`config.mk`:
```
export PLATFORM = sky130hd
export DESIGN_NAME = line_edit_buffer_top
export DESIGN_NICKNAME = d
export VERILOG_FILES = /design/src/hdl/leb_pkg.sv /design/src/hdl/leb_front.sv /design/src/hdl/leb_queue.sv /design/src/hdl/leb_back.sv /design/src/hdl/line_edit_buffer_top.sv
export SDC_FILE = /design/constraint.sdc
export NUM_CORES = 1
export LEC_CHECK = 0
export BUFFER_PORTS_ARGS = -buffer_cell sky130_fd_sc_hd__clkbuf_2
export CAP_MARGIN = 40
export CELL_PAD_IN_SITES_DETAIL_PLACEMENT = 2
export CELL_PAD_IN_SITES_GLOBAL_PLACEMENT = 2
export CORE_UTILIZATION = 30
export DETAILED_ROUTE_END_ITERATION = 6
export HOLD_SLACK_MARGIN = 0.08
export PLACE_DENSITY_LB_ADDON = 0.1
export SKIP_CTS_REPAIR_TIMING = 1
export SLEW_MARGIN = 10
export SYNTH_ARGS = -nofsm -noshare
export SYNTH_HDL_FRONTEND = slang
export SYNTH_SLANG_ARGS = --single-unit
```
`constraint.sdc`:
```
create_clock -name clk -period 3.8 [get_ports clk]
set_clock_uncertainty 0.2 [all_clocks]
set_input_delay 0.38 -clock clk [delete_from_list [all_inputs] [get_ports clk]]
set_output_delay 0.38 -clock clk [all_outputs]
set_load 0.01 [all_outputs]
```
`src/hdl/leb_pkg.sv`:
```
// leb_pkg: command and result beat types, command codes and markers for the
// line edit buffer. No dependencies; imported by every leb module.
package leb_pkg;

    localparam int PTR_W   = 6;
    localparam int Q_DEPTH = 2;
    localparam int Q_AW    = 1;

    localparam logic [3:0] FUNC_PUT      = 4'd0;
    localparam logic [3:0] FUNC_BKSP     = 4'd1;
    localparam logic [3:0] FUNC_DEL      = 4'd2;
    localparam logic [3:0] FUNC_TOGGLE   = 4'd3;
    localparam logic [3:0] FUNC_LEFT     = 4'd4;
    localparam logic [3:0] FUNC_RIGHT    = 4'd5;
    localparam logic [3:0] FUNC_HOME     = 4'd6;
    localparam logic [3:0] FUNC_END      = 4'd7;
    localparam logic [3:0] FUNC_CLRALL   = 4'd8;
    localparam logic [3:0] FUNC_CLREOL   = 4'd9;
    localparam logic [3:0] FUNC_SHOW     = 4'd10;

    localparam logic [7:0] MARK_INSERT    = 8'h5F;
    localparam logic [7:0] MARK_OVERWRITE = 8'h7C;

    typedef struct packed {
        logic [3:0] func;
        logic [7:0] char_in;
    } cmd_t;

    typedef struct packed {
        logic [7:0]       char_out;
        logic [PTR_W-1:0] text_length;
        logic [PTR_W-1:0] cursor_pos;
        logic             insert_mode;
        logic             full_drop;
        logic             last;
    } rsp_t;

    typedef enum logic [3:0] {
        OP_PUT,
        OP_BKSP,
        OP_DEL,
        OP_TOGGLE,
        OP_LEFT,
        OP_RIGHT,
        OP_HOME,
        OP_END,
        OP_CLRALL,
        OP_CLREOL,
        OP_SHOW,
        OP_NOP
    } op_t;

    typedef struct packed {
        op_t        op;
        logic [7:0] ch;
    } work_t;

endpackage

```
`src/hdl/leb_front.sv`:
```
// leb_front: takes command beats and classifies them into decoded work items.
// Depends on leb_pkg; feeds leb_queue.
module leb_front (
    input  leb_pkg::cmd_t  cmd,
    input  logic           cmd_valid,
    output logic           cmd_stall,
    input  logic           q_ready,
    output logic           q_push,
    output leb_pkg::work_t q_item
);
    import leb_pkg::*;

    op_t op;

    always_comb
    begin
        case (cmd.func)
            FUNC_PUT:    op = OP_PUT;
            FUNC_BKSP:   op = OP_BKSP;
            FUNC_DEL:    op = OP_DEL;
            FUNC_TOGGLE: op = OP_TOGGLE;
            FUNC_LEFT:   op = OP_LEFT;
            FUNC_RIGHT:  op = OP_RIGHT;
            FUNC_HOME:   op = OP_HOME;
            FUNC_END:    op = OP_END;
            FUNC_CLRALL: op = OP_CLRALL;
            FUNC_CLREOL: op = OP_CLREOL;
            FUNC_SHOW:   op = OP_SHOW;
            default:     op = OP_NOP;
        endcase
    end

    assign cmd_stall   = !q_ready;
    assign q_push      = cmd_valid && q_ready;
    assign q_item.op   = op;
    assign q_item.ch   = cmd.char_in;

endmodule

```
`src/hdl/leb_queue.sv`:
```
// leb_queue: two-entry work queue between the front and back parts.
// Depends on leb_pkg.
module leb_queue (
    input  logic           clk,
    input  logic           rst_n,
    input  logic           push,
    input  leb_pkg::work_t push_item,
    output logic           ready,
    input  logic           pop,
    output logic           valid,
    output leb_pkg::work_t head
);
    import leb_pkg::*;

    work_t             slot_reg [Q_DEPTH];
    logic [Q_AW-1:0]   wr_ptr_reg;
    logic [Q_AW-1:0]   rd_ptr_reg;
    logic [Q_AW:0]     count_reg;
    logic [Q_AW-1:0]   wr_ptr_next;
    logic [Q_AW-1:0]   rd_ptr_next;
    logic [Q_AW:0]     count_next;
    logic              do_push;
    logic              do_pop;

    assign ready   = (count_reg != (Q_AW+1)'(Q_DEPTH));
    assign valid   = (count_reg != '0);
    assign head    = slot_reg[rd_ptr_reg];
    assign do_push = push && ready;
    assign do_pop  = pop && valid;

    always_comb
    begin
        wr_ptr_next = do_push ? wr_ptr_reg + 1'b1 : wr_ptr_reg;
        rd_ptr_next = do_pop ? rd_ptr_reg + 1'b1 : rd_ptr_reg;
        count_next  = count_reg;
        if (do_push && !do_pop)
        begin
            count_next = count_reg + 1'b1;
        end
        else if (do_pop && !do_push)
        begin
            count_next = count_reg - 1'b1;
        end
    end

    always_ff @(posedge clk or negedge rst_n)
    begin
        if (!rst_n)
        begin
            wr_ptr_reg <= '0;
            rd_ptr_reg <= '0;
            count_reg  <= '0;
        end
        else
        begin
            wr_ptr_reg <= wr_ptr_next;
            rd_ptr_reg <= rd_ptr_next;
            count_reg  <= count_next;
        end
    end

    always_ff @(posedge clk)
    begin
        if (do_push)
        begin
            slot_reg[wr_ptr_reg] <= push_item;
        end
    end

endmodule

```
`src/hdl/leb_back.sv`:
```
// leb_back: executes work items on the text store and drives result beats.
// Depends on leb_pkg; holds the text memory and the output register.
module leb_back #(
    parameter int CAPACITY = 63
) (
    input  logic           clk,
    input  logic           rst_n,
    input  logic           q_valid,
    input  leb_pkg::work_t q_item,
    output logic           q_pop,
    output leb_pkg::rsp_t  rsp,
    output logic           rsp_valid,
    input  logic           rsp_stall
);
    import leb_pkg::*;

    localparam int AW = (CAPACITY > 1) ? $clog2(CAPACITY) : 1;
    localparam logic [PTR_W-1:0] CAP = PTR_W'(CAPACITY);

    typedef enum logic [2:0] {
        ST_IDLE,
        ST_INS_SHIFT,
        ST_INS_WRITE,
        ST_DEL_SHIFT,
        ST_SHOW_RD,
        ST_SHOW_OUT,
        ST_STATUS
    } state_t;

    logic [7:0] mem [CAPACITY];
    logic [7:0] rdata_reg;

    state_t           state_reg, state_next;
    logic [PTR_W-1:0] len_reg, len_next;
    logic [PTR_W-1:0] cur_reg, cur_next;
    logic             ovw_reg, ovw_next;
    logic [PTR_W-1:0] idx_reg, idx_next;
    logic [PTR_W-1:0] src_reg, src_next;
    logic [PTR_W-1:0] dst_reg, dst_next;
    logic             rd_act_reg, rd_act_next;
    logic             wr_pend_reg, wr_pend_next;
    logic [7:0]       ch_reg, ch_next;
    logic             drop_reg, drop_next;
    rsp_t             rsp_reg, rsp_next;
    logic             rsp_valid_reg, rsp_valid_next;

    logic             mem_we;
    logic [AW-1:0]    mem_waddr;
    logic [7:0]       mem_wdata;
    logic [AW-1:0]    mem_raddr;
    logic             slot_free;
    logic [PTR_W-1:0] show_addr;

    assign slot_free = !rsp_valid_reg || !rsp_stall;
    assign rsp       = rsp_reg;
    assign rsp_valid = rsp_valid_reg;

    // stored index for show position: text before the marker is at idx, after it at idx-1
    always_comb
    begin
        if (idx_reg > cur_reg)
        begin
            show_addr = idx_reg - 1'b1;
        end
        else if (idx_reg < cur_reg)
        begin
            show_addr = idx_reg;
        end
        else
        begin
            show_addr = '0;
        end
    end

    always_comb
    begin
        state_next     = state_reg;
        len_next       = len_reg;
        cur_next       = cur_reg;
        ovw_next       = ovw_reg;
        idx_next       = idx_reg;
        src_next       = src_reg;
        dst_next       = dst_reg;
        rd_act_next    = rd_act_reg;
        wr_pend_next   = wr_pend_reg;
        ch_next        = ch_reg;
        drop_next      = drop_reg;
        rsp_next       = rsp_reg;
        rsp_valid_next = rsp_valid_reg && rsp_stall;
        mem_we         = 1'b0;
        mem_waddr      = dst_reg[AW-1:0];
        mem_wdata      = rdata_reg;
        mem_raddr      = src_reg[AW-1:0];
        q_pop          = 1'b0;

        case (state_reg)
            ST_IDLE:
            begin
                if (q_valid)
                begin
                    q_pop        = 1'b1;
                    ch_next      = q_item.ch;
                    drop_next    = 1'b0;
                    wr_pend_next = 1'b0;
                    state_next   = ST_STATUS;
                    case (q_item.op)
                        OP_PUT:
                        begin
                            if (ovw_reg && (cur_reg < len_reg))
                            begin
                                mem_we    = 1'b1;
                                mem_waddr = cur_reg[AW-1:0];
                                mem_wdata = q_item.ch;
                                cur_next  = cur_reg + 1'b1;
                            end
                            else if (len_reg >= CAP)
                            begin
                                drop_next = 1'b1;
                            end
                            else if (len_reg > cur_reg)
                            begin
                                src_next    = len_reg - 1'b1;
                                rd_act_next = 1'b1;
                                state_next  = ST_INS_SHIFT;
                            end
                            else
                            begin
                                state_next = ST_INS_WRITE;
                            end
                        end
                        OP_BKSP:
                        begin
                            if (cur_reg != '0)
                            begin
                                cur_next = cur_reg - 1'b1;
                                len_next = len_reg - 1'b1;
                                if (cur_reg < len_reg)
                                begin
                                    src_next    = cur_reg;
                                    rd_act_next = 1'b1;
                                    state_next  = ST_DEL_SHIFT;
                                end
                            end
                        end
                        OP_DEL:
                        begin
                            if (cur_reg < len_reg)
                            begin
                                len_next = len_reg - 1'b1;
                                if ((cur_reg + 1'b1) < len_reg)
                                begin
                                    src_next    = cur_reg + 1'b1;
                                    rd_act_next = 1'b1;
                                    state_next  = ST_DEL_SHIFT;
                                end
                            end
                        end
                        OP_TOGGLE:
                        begin
                            ovw_next = !ovw_reg;
                        end
                        OP_LEFT:
                        begin
                            if (cur_reg != '0)
                            begin
                                cur_next = cur_reg - 1'b1;
                            end
                        end
                        OP_RIGHT:
                        begin
                            if (cur_reg < len_reg)
                            begin
                                cur_next = cur_reg + 1'b1;
                            end
                        end
                        OP_HOME:
                        begin
                            cur_next = '0;
                        end
                        OP_END:
                        begin
                            cur_next = len_reg;
                        end
                        OP_CLRALL:
                        begin
                            len_next = '0;
                            cur_next = '0;
                        end
                        OP_CLREOL:
                        begin
                            if (cur_reg < len_reg)
                            begin
                                len_next = cur_reg;
                            end
                        end
                        OP_SHOW:
                        begin
                            idx_next   = '0;
                            state_next = ST_SHOW_RD;
                        end
                        default:
                        begin
                            state_next = ST_STATUS;
                        end
                    endcase
                end
            end
            // read walks down from the tail, each read word lands one place higher
            ST_INS_SHIFT:
            begin
                mem_we       = wr_pend_reg;
                wr_pend_next = rd_act_reg;
                if (rd_act_reg)
                begin
                    dst_next = src_reg + 1'b1;
                    if (src_reg == cur_reg)
                    begin
                        rd_act_next = 1'b0;
                    end
                    else
                    begin
                        src_next = src_reg - 1'b1;
                    end
                end
                else
                begin
                    state_next = ST_INS_WRITE;
                end
            end
            ST_INS_WRITE:
            begin
                mem_we     = 1'b1;
                mem_waddr  = cur_reg[AW-1:0];
                mem_wdata  = ch_reg;
                len_next   = len_reg + 1'b1;
                cur_next   = cur_reg + 1'b1;
                state_next = ST_STATUS;
            end
            // read walks up to the old tail, each read word lands one place lower
            ST_DEL_SHIFT:
            begin
                mem_we       = wr_pend_reg;
                wr_pend_next = rd_act_reg;
                if (rd_act_reg)
                begin
                    dst_next = src_reg - 1'b1;
                    if (src_reg == len_reg)
                    begin
                        rd_act_next = 1'b0;
                    end
                    else
                    begin
                        src_next = src_reg + 1'b1;
                    end
                end
                else
                begin
                    state_next = ST_STATUS;
                end
            end
            ST_SHOW_RD:
            begin
                mem_raddr  = show_addr[AW-1:0];
                state_next = ST_SHOW_OUT;
            end
            ST_SHOW_OUT:
            begin
                // keep the read data steady while the output slot is busy
                mem_raddr = show_addr[AW-1:0];
                if (slot_free)
                begin
                    rsp_valid_next       = 1'b1;
                    rsp_next.char_out    = (idx_reg == cur_reg)
                                         ? (ovw_reg ? MARK_OVERWRITE : MARK_INSERT)
                                         : rdata_reg;
                    rsp_next.text_length = len_reg;
                    rsp_next.cursor_pos  = cur_reg;
                    rsp_next.insert_mode = !ovw_reg;
                    rsp_next.full_drop   = 1'b0;
                    rsp_next.last        = (idx_reg == len_reg);
                    if (idx_reg == len_reg)
                    begin
                        state_next = ST_IDLE;
                    end
                    else
                    begin
                        idx_next   = idx_reg + 1'b1;
                        state_next = ST_SHOW_RD;
                    end
                end
            end
            ST_STATUS:
            begin
                if (slot_free)
                begin
                    rsp_valid_next       = 1'b1;
                    rsp_next.char_out    = '0;
                    rsp_next.text_length = len_reg;
                    rsp_next.cursor_pos  = cur_reg;
                    rsp_next.insert_mode = !ovw_reg;
                    rsp_next.full_drop   = drop_reg;
                    rsp_next.last        = 1'b1;
                    state_next           = ST_IDLE;
                end
            end
            default:
            begin
                state_next = ST_IDLE;
            end
        endcase
    end

    always_ff @(posedge clk or negedge rst_n)
    begin
        if (!rst_n)
        begin
            state_reg     <= ST_IDLE;
            len_reg       <= '0;
            cur_reg       <= '0;
            ovw_reg       <= 1'b0;
            idx_reg       <= '0;
            src_reg       <= '0;
            dst_reg       <= '0;
            rd_act_reg    <= 1'b0;
            wr_pend_reg   <= 1'b0;
            ch_reg        <= '0;
            drop_reg      <= 1'b0;
            rsp_reg       <= '0;
            rsp_valid_reg <= 1'b0;
        end
        else
        begin
            state_reg     <= state_next;
            len_reg       <= len_next;
            cur_reg       <= cur_next;
            ovw_reg       <= ovw_next;
            idx_reg       <= idx_next;
            src_reg       <= src_next;
            dst_reg       <= dst_next;
            rd_act_reg    <= rd_act_next;
            wr_pend_reg   <= wr_pend_next;
            ch_reg        <= ch_next;
            drop_reg      <= drop_next;
            rsp_reg       <= rsp_next;
            rsp_valid_reg <= rsp_valid_next;
        end
    end

    always_ff @(posedge clk)
    begin
        if (mem_we)
        begin
            mem[mem_waddr] <= mem_wdata;
        end
        rdata_reg <= mem[mem_raddr];
    end

endmodule

```
`src/hdl/line_edit_buffer_top.sv`:
```
// line_edit_buffer_top: one-line edit buffer with cursor and insert/overwrite mode.
// Depends on leb_pkg, leb_front, leb_queue and leb_back.
//
//   channel   direction   handshake               beat
//   cmd       in          cmd_valid / cmd_stall   leb_pkg::cmd_t  (func, char_in)
//   rsp       out         rsp_valid / rsp_stall   leb_pkg::rsp_t  (status or shown char)
//
// a status command passes through dequeue, then output register load
// a put or erase inside the text moves each character in a shift state, then drains the last read
// show produces each result beat by a memory read, then an output register load
// the two-entry queue lets new commands enter while the back part is busy
// reset clears length, cursor and mode; text memory contents are not cleared
// a stalled output holds its beat; the back part waits and the queue backs up
module line_edit_buffer_top #(
    parameter int CAPACITY = 63
) (
    input  logic          clk,
    input  logic          rst_n,
    input  leb_pkg::cmd_t cmd,
    input  logic          cmd_valid,
    output logic          cmd_stall,
    output leb_pkg::rsp_t rsp,
    output logic          rsp_valid,
    input  logic          rsp_stall
);
    import leb_pkg::*;

    logic  q_ready;
    logic  q_push;
    work_t q_in;
    logic  q_valid;
    logic  q_pop;
    work_t q_head;

    leb_front u_front (
        .cmd       (cmd),
        .cmd_valid (cmd_valid),
        .cmd_stall (cmd_stall),
        .q_ready   (q_ready),
        .q_push    (q_push),
        .q_item    (q_in)
    );

    leb_queue u_queue (
        .clk       (clk),
        .rst_n     (rst_n),
        .push      (q_push),
        .push_item (q_in),
        .ready     (q_ready),
        .pop       (q_pop),
        .valid     (q_valid),
        .head      (q_head)
    );

    leb_back #(
        .CAPACITY (CAPACITY)
    ) u_back (
        .clk       (clk),
        .rst_n     (rst_n),
        .q_valid   (q_valid),
        .q_item    (q_head),
        .q_pop     (q_pop),
        .rsp       (rsp),
        .rsp_valid (rsp_valid),
        .rsp_stall (rsp_stall)
    );

endmodule
```
### Word level (Yosys, flattened, before mapping)

Memory sizes are Yosys's and may differ from the RTL's. A register that Yosys moved wholly into a read port is not among the register bits.
Index checks and enable logic that the tools add are counted.

| storage, ports and cells | value |
|---|---|
| bits of input ports | 16 |
| memories kept | 3 |
| flip-flop bits (word level) | 73 |
| output and inout port bits | 25 |
| word-level logic and storage cells | 226 |
| ROM bits | 64 |
| RAM bits | 528 |

Memories:

| memory | words | bits a word | read ports | clocked after memory_dff | wr ports | line | text |
|---|---|---|---|---|---|---|---|
| u_back.mem | 63 | 8 | 1 | 1 | 1 | leb_back.sv:30 | `logic [7:0] mem [CAPACITY];` |
| (name not given) | 16 | 4 | 1 | 0 | 0 | leb_front.sv:17 | `case (cmd.func)` |
| u_queue.slot_reg | 2 | 12 | 1 | 0 | 1 | leb_queue.sv:15 | `work_t slot_reg [Q_DEPTH];` |

| cells by class | value |
|---|---|
| $lt $le $gt $ge | 6 |
| equality and inequality tests | 46 |
| reduce and logical (&&, ||, !) cells | 41 |
| multiplexer cells | 97 |
| add/subtract/negate cells | 12 |

Operators with widths:

| operator | count |
|---|---|
| $mux W6 | 32 |
| $pmux W6 S2 | 5 |
| $mux W23 | 2 |
| $pmux W23 S2 | 1 |
| $mux W3 | 12 |
| $pmux W6 S3 | 2 |
| $mux W8 | 4 |
| $pmux W6 S5 | 1 |
| $mux W1 | 27 |
| $ne A3 B2 Y1 const B | 9 |
| $add A6 B1 Y6 const B | 4 |
| $eq A6 B6 Y1 | 4 |
| $pmux W6 S4 | 1 |
| $sub A6 B1 Y6 const B | 4 |
| $pmux W3 S7 | 1 |
| $lt A6 B6 Y1 | 3 |
| $eq A4 B3 Y1 const B | 4 |
| $ne A2 B2 Y1 const B | 8 |
| $pmux W8 S2 | 1 |
| $reduce_and A14 Y1 | 1 |
| $reduce_bool A2 Y1 | 7 |
| $eq A4 B4 Y1 const B | 3 |
| $gt A6 B6 Y1 | 2 |
| $pmux W3 S4 | 1 |
| 30 further kinds | 63 |

### Depth between registers and ports, before layout

| depth | value |
|---|---|
| depth after elaboration | 8 |
| gate-level depth with buffers | 15 |
| depth with buffers taken out | 12 |

### Modules after synthesis

A second synthesis with hierarchy kept.

| unflattened totals | value |
|---|---|
| cells, all modules | 2081 |
| area, all modules | 26988.4 sq um |

Modules (own cells, without submodules):

| module | seq. area each (sq um) | cells an instance | instances | area each (sq um) |
|---|---|---|---|---|
| leb_back | 17021.3 | 2012 | 1 | 25811.0 |
| leb_queue | 820.8 | 55 | 1 | 1078.5 |
| leb_front | 0.0 | 14 | 1 | 98.8 |

### Least setup slack after synthesis

No wires, ideal clock.

| timing | value |
|---|---|
| path type | reg2reg |
| start point | register u_back.len_reg[1] |
| end point | memory u_back.mem[23][0] (enable) |
| buffers on the path | 3 |
| clock period less this slack | 3873 ps |
| setup slack | -73 ps |
| cell stages (with the launch flop) | 14 |
| library setup time | 383 ps |
| arrival | 3289 ps |
| required time | 3217 ps |
| path through | dfrtp_1 clkbuf_1 inv_1 ha_1 a21oi_1 o21ai_0 a21oi_1 o211ai_1 nor3_1 o221a_2 clkbuf_1 nand2_1 clkbuf_1 nor3_1 |

| on the way | value |
|---|---|
| cells in the longest elaborated chain, start to end | 8 |
| elaborated cells between the ends (all ways) | 12 |
| those cells by class | 1 x order compare; 10 x mux; 1 x reduce/logical |

Ends and longest elaborated chain:

| element | line | text |
|---|---|---|
| start: declaration | leb_back.sv:34 | `logic [PTR_W-1:0] len_reg, len_next;` |
| start signal: assignment | leb_back.sv:334 | `len_reg <= len_next;` |
| $lt A6 B6 Y1 (*) | leb_back.sv:109 | `if (ovw_reg && (cur_reg < len_reg))` |
| $logic_and A1 B1 Y1 (*) | leb_back.sv:109 |  |
| $mux W1 | leb_back.sv:109 |  |
| $mux W1 | leb_back.sv:106 | `case (q_item.op)` |
| $mux W1 | leb_back.sv:99 | `if (q_valid)` |
| $pmux W1 S3 | leb_back.sv:96 | `case (state_reg)` |
| $mux W1 | leb_back.sv:351 | `if (mem_we)` |
| $mux W1 (not written as such) | leb_back.sv:353 | `mem[mem_waddr] <= mem_wdata;` |
| end: declaration | leb_back.sv:30 |  |

Mark *: on every way between the ends. The rest lies on a longest branch, timed or not.

### Final worst setup path

| timing | value |
|---|---|
| start point | register u_back.cur_reg[3] |
| end point | register u_back.rdata_reg[0], read port of u_back.mem |

| on the way | value |
|---|---|
| cells in the longest elaborated chain, start to end | 4 |
| elaborated cells between the ends (all ways) | 5 |
| those cells by class | 2 x order compare; 3 x mux |

Ends and longest elaborated chain:

| element | line | text |
|---|---|---|
| start: declaration | leb_back.sv:35 | `logic [PTR_W-1:0] cur_reg, cur_next;` |
| start signal: assignment | leb_back.sv:335 | `cur_reg <= cur_next;` |
| $lt A6 B6 Y1 | leb_back.sv:65 | `else if (idx_reg < cur_reg)` |
| $mux W6 | leb_back.sv:65 |  |
| $mux W6 (*) | leb_back.sv:61 | `if (idx_reg > cur_reg)` |
| $mux W6 (*) | leb_back.sv:96 |  |
| end: declaration | leb_back.sv:31 | `logic [7:0] rdata_reg;` |

Marked as above.
A chain may end at the register's enable or synchronous reset.

==> flow_summary_export.csv <==
group,metric,value,unit
drt,post-route-drc-count,0,
pwr,ir_worst_vdd,0.7661,mV
sta,finalHoldViolations,0,
outcome,status,"complete, but fails checks",
drt,wl,105.3,mm
pwr,finalPower,35.42,mW
global_route,grt.total_usage,22.49,%
sta,period_minus_slack,4.068,ns
cells_and_area,syn_to_final_growth,28.19,%
clocking,clkLatencyLatePin,0.65,ns
drt,vias,20630,
clocking,path_clk_slew,0.06,ns
global_route,grt_max_degree,64,
setup_path,worstPathRequired,4.10,ns
setup_path,cp-start-kind,"register",
cells_and_area,nets,2718,
placed_design,routabilityCongestion,0.8459,
cells_and_area,utilization,38.78,%
yosys,yosysUniqueCellTypes,85,
yosys,synthArstFlopShare,11.99,%
sta,slew_violations,0,
floorplanning,fp.dieW,303.3,um
sta,finalSetupViolCount,8,
cells_and_area,layout_common_cells,"edfxtp_1 (528), nand2_1 (480), buf_4 (313)",
worst_hold_path,min_path_type,"register to register",
floorplanning,die_h,303.3,um
yosys,synth.avg_cell_area,11.78,um2
drt,dr.pass1.iters,7,
placed_design,place_area,0.03116,mm2
floorplanning,start_util,30.25,%
yosys,synthesis.nets,2354,
flow_run,drv_cap,0,
cells_and_area,largest_reg_flops,504,
drt,viasPerCell,5.276,
sta,timing.final.crit_share,107.0,%
outcome,violations,"setup timing",
sta,hold_ws,0.2802,ns
yosys,ys_warn_count,0,
global_route,grt_pass1_wl,150.7,mm
clocking,cts_buffer_depth,3,
drt,routedWlPerCell,26.92,um
drt,drt_iter0_markers,1304,
sta,maxSlewHeadroom,43.70,%
drt,antenna_left,0,
clocking,cts.sinks,609,
floorplanning,io_pins,41,
clocking,cts_buffers,75,
setup_path,cp.arrival,4.37,ns
clocking,htree_num_levels,3,
floorplanning,coreArea,0.09001,mm2
yosys,netlist_instances,2312,
yosys,synth_area,0.02723,mm2
placed_design,port_buffers,40,
cells_and_area,final_common_cell,"edfxtp_1",
yosys,synth-edff-count,528,
global_route,grt_overflow,0,
cells_and_area,antennaDiodeCount,0,
floorplanning,dieArea,0.09198,mm2
cells_and_area,final_area,0.03491,mm2
clocking,cts-root-buf,"clkbuf_16",
yosys,seq_area_frac_synth,65.52,%
yosys,yosys_register_bits,609,
cells_and_area,drive_gt1_share,23.26,%
setup_path,end_kind,"register",
global_route,antenna_found_initial,5,
sta,fin_ws,-0.2678,ns
yosys,yosys_most_used_dff,"edfxtp_1",
sta,rsz0062_at_grt,"true",
pwr,p_per_area,1015,mW/mm2
clocking,cts_tree,"done",
floorplanning,row_count,110,
setup_path,path_class,"register to register",
sta,tightest_slew,0.8445,ns
pwr,leakagePower,12.80,nW
setup_path,cp_max_fo,8,
placed_design,hpwlAfterDp,70.85,mm
global_route,grt_pass1_vias,22140,
sta,max_freq,0.2458,GHz
==> layout make-up <==
type / count / area [um2]
clock inverters: 34 / 291.5
flip-flops and latches: 609 / 17840
repair buffers: 440 / 4015
inverters: 32 / 120.1
well taps: 1176 / 1471
clock buffers: 101 / 2038
multi-input cells: 1518 / 9130
fillers: 9309 / 55100
==> cells in the mapped netlist (5+ instances only) <==
cell	number	area [um2]
a22o_1	6	52.55
buf_1	14	52.55
a22oi_1	20	150.1
nand3_1	196	980.9
a31oi_1	17	106.4
and3_1	7	43.79
o211ai_1	26	195.2
nand2_1	485	1821
inv_1	29	108.9
nand4_1	51	319.1
or4_1	9	67.56
mux2_2	5	56.30
dfxtp_1	8	160.2
a311oi_1	22	192.7
nand2b_1	15	93.84
nor4_1	8	50.05
xor2_1	19	166.4
o21ai_0	70	350.3
xnor2_1	24	210.2
a221o_1	9	90.09
a21o_1	8	60.06
nor2_1	130	488.0
a21oi_1	95	475.5
a211oi_1	32	240.2
dfrtp_1	73	1827
nor2b_1	5	31.28
o21a_1	9	67.56
buf_4	6	45.04
buf_2	41	205.2
o22ai_1	10	62.56
nor3_1	40	200.2
ha_1	26	325.3
nor4b_1	23	201.4
clkbuf_1	88	330.3
edfxtp_1	528	15860
mux2i_1	72	720.7
==> metal layers <==
metal / GRT usage (%) / up-vias / part of all wire [%]
met5: 0 / - / 0
met1: 29.31 / 10830 / 44
li1: - / 9299 / -
met2: 37.86 / 358 / 49
met4: 8.274 / 0 / 3.2
met3: 3.334 / 144 / 3.4
==> kinds of logic (layout without fill, tap and decap cells) <==
kind of cell             after synthesis  count (layout)  synth area share [%]
AND/OR/NAND/NOR                     1001            1001                 16.91
flip-flops                           609             609                 65.52
AO/OA/AOI/OAI                        370             370                 9.129
buffers and inverters                185             607                 2.931
multiplexers                          78              78                 2.936
XOR/XNOR                              43              43                 1.383
adder cells (fa/ha/maj)               26              26                 1.195
==> report_power, final <==
part | switching (mW) | internal [mW] | leakage (nW) | total (mW)
combinational | 11.8 | 6.81 | 5.95 | 18.6
clock | 2.91 | 4.04 | 1.13 | 6.95
sequential | 0.550 | 9.34 | 5.73 | 9.89
total | 15.2 | 20.2 | 12.8 | 35.4
==> through the flow <==
| stage | worst slack, ns | instances | TNS [ns] |
|---|---|---|---|
| final | -0.2678 | 3910 | -1.262 |
| after global routing | -0.3268 | 3910 | -2.006 |
| after CTS | -0.5558 | 3833 | -18.52 |
| after detailed placement | -0.5016 | 3698 | -11.46 |
| after global placement | -0.5429 | 3694 | -13.84 |
| after floorplan | -0.07251 | 2312 | -5.648 |
==> worst paths after layout <==
kind                            cells after the start                           from  slack, ns                               to
worst max-delay path                               13  u_back.cur_reg[3]$_DFFE_PN0P_      -0.27      u_back.rdata_reg[0]$_DFF_P_
worst min-delay path                                2     u_back.rsp[13]$_DFFE_PN0P_       0.28       u_back.rsp[13]$_DFFE_PN0P_
worst max register to register                     13  u_back.cur_reg[3]$_DFFE_PN0P_      -0.27      u_back.rdata_reg[0]$_DFF_P_
worst min register to register                      2     u_back.rsp[13]$_DFFE_PN0P_       0.28       u_back.rsp[13]$_DFFE_PN0P_
max in group asynchronous                           4                          rst_n       1.85   u_queue.rd_ptr_reg$_DFFE_PN0P_
min in group asynchronous                           3                          rst_n       0.57  u_back.state_reg[1]$_DFFE_PN0P_
==> worst max-delay path: stages (launching register included) <==
cell      delay [ns]
dfrtp_1         0.41
inv_2           0.09
ha_4            0.20
a211o_4         0.35
a21oi_4         0.20
buf_4           0.19
a21oi_1         0.15
a31oi_4         0.37
buf_4           0.23
buf_4           0.19
a21oi_1         0.07
o211ai_1        0.18
nand4_1         0.43
or4_1           0.66
(Power assumes the default switching activity.)
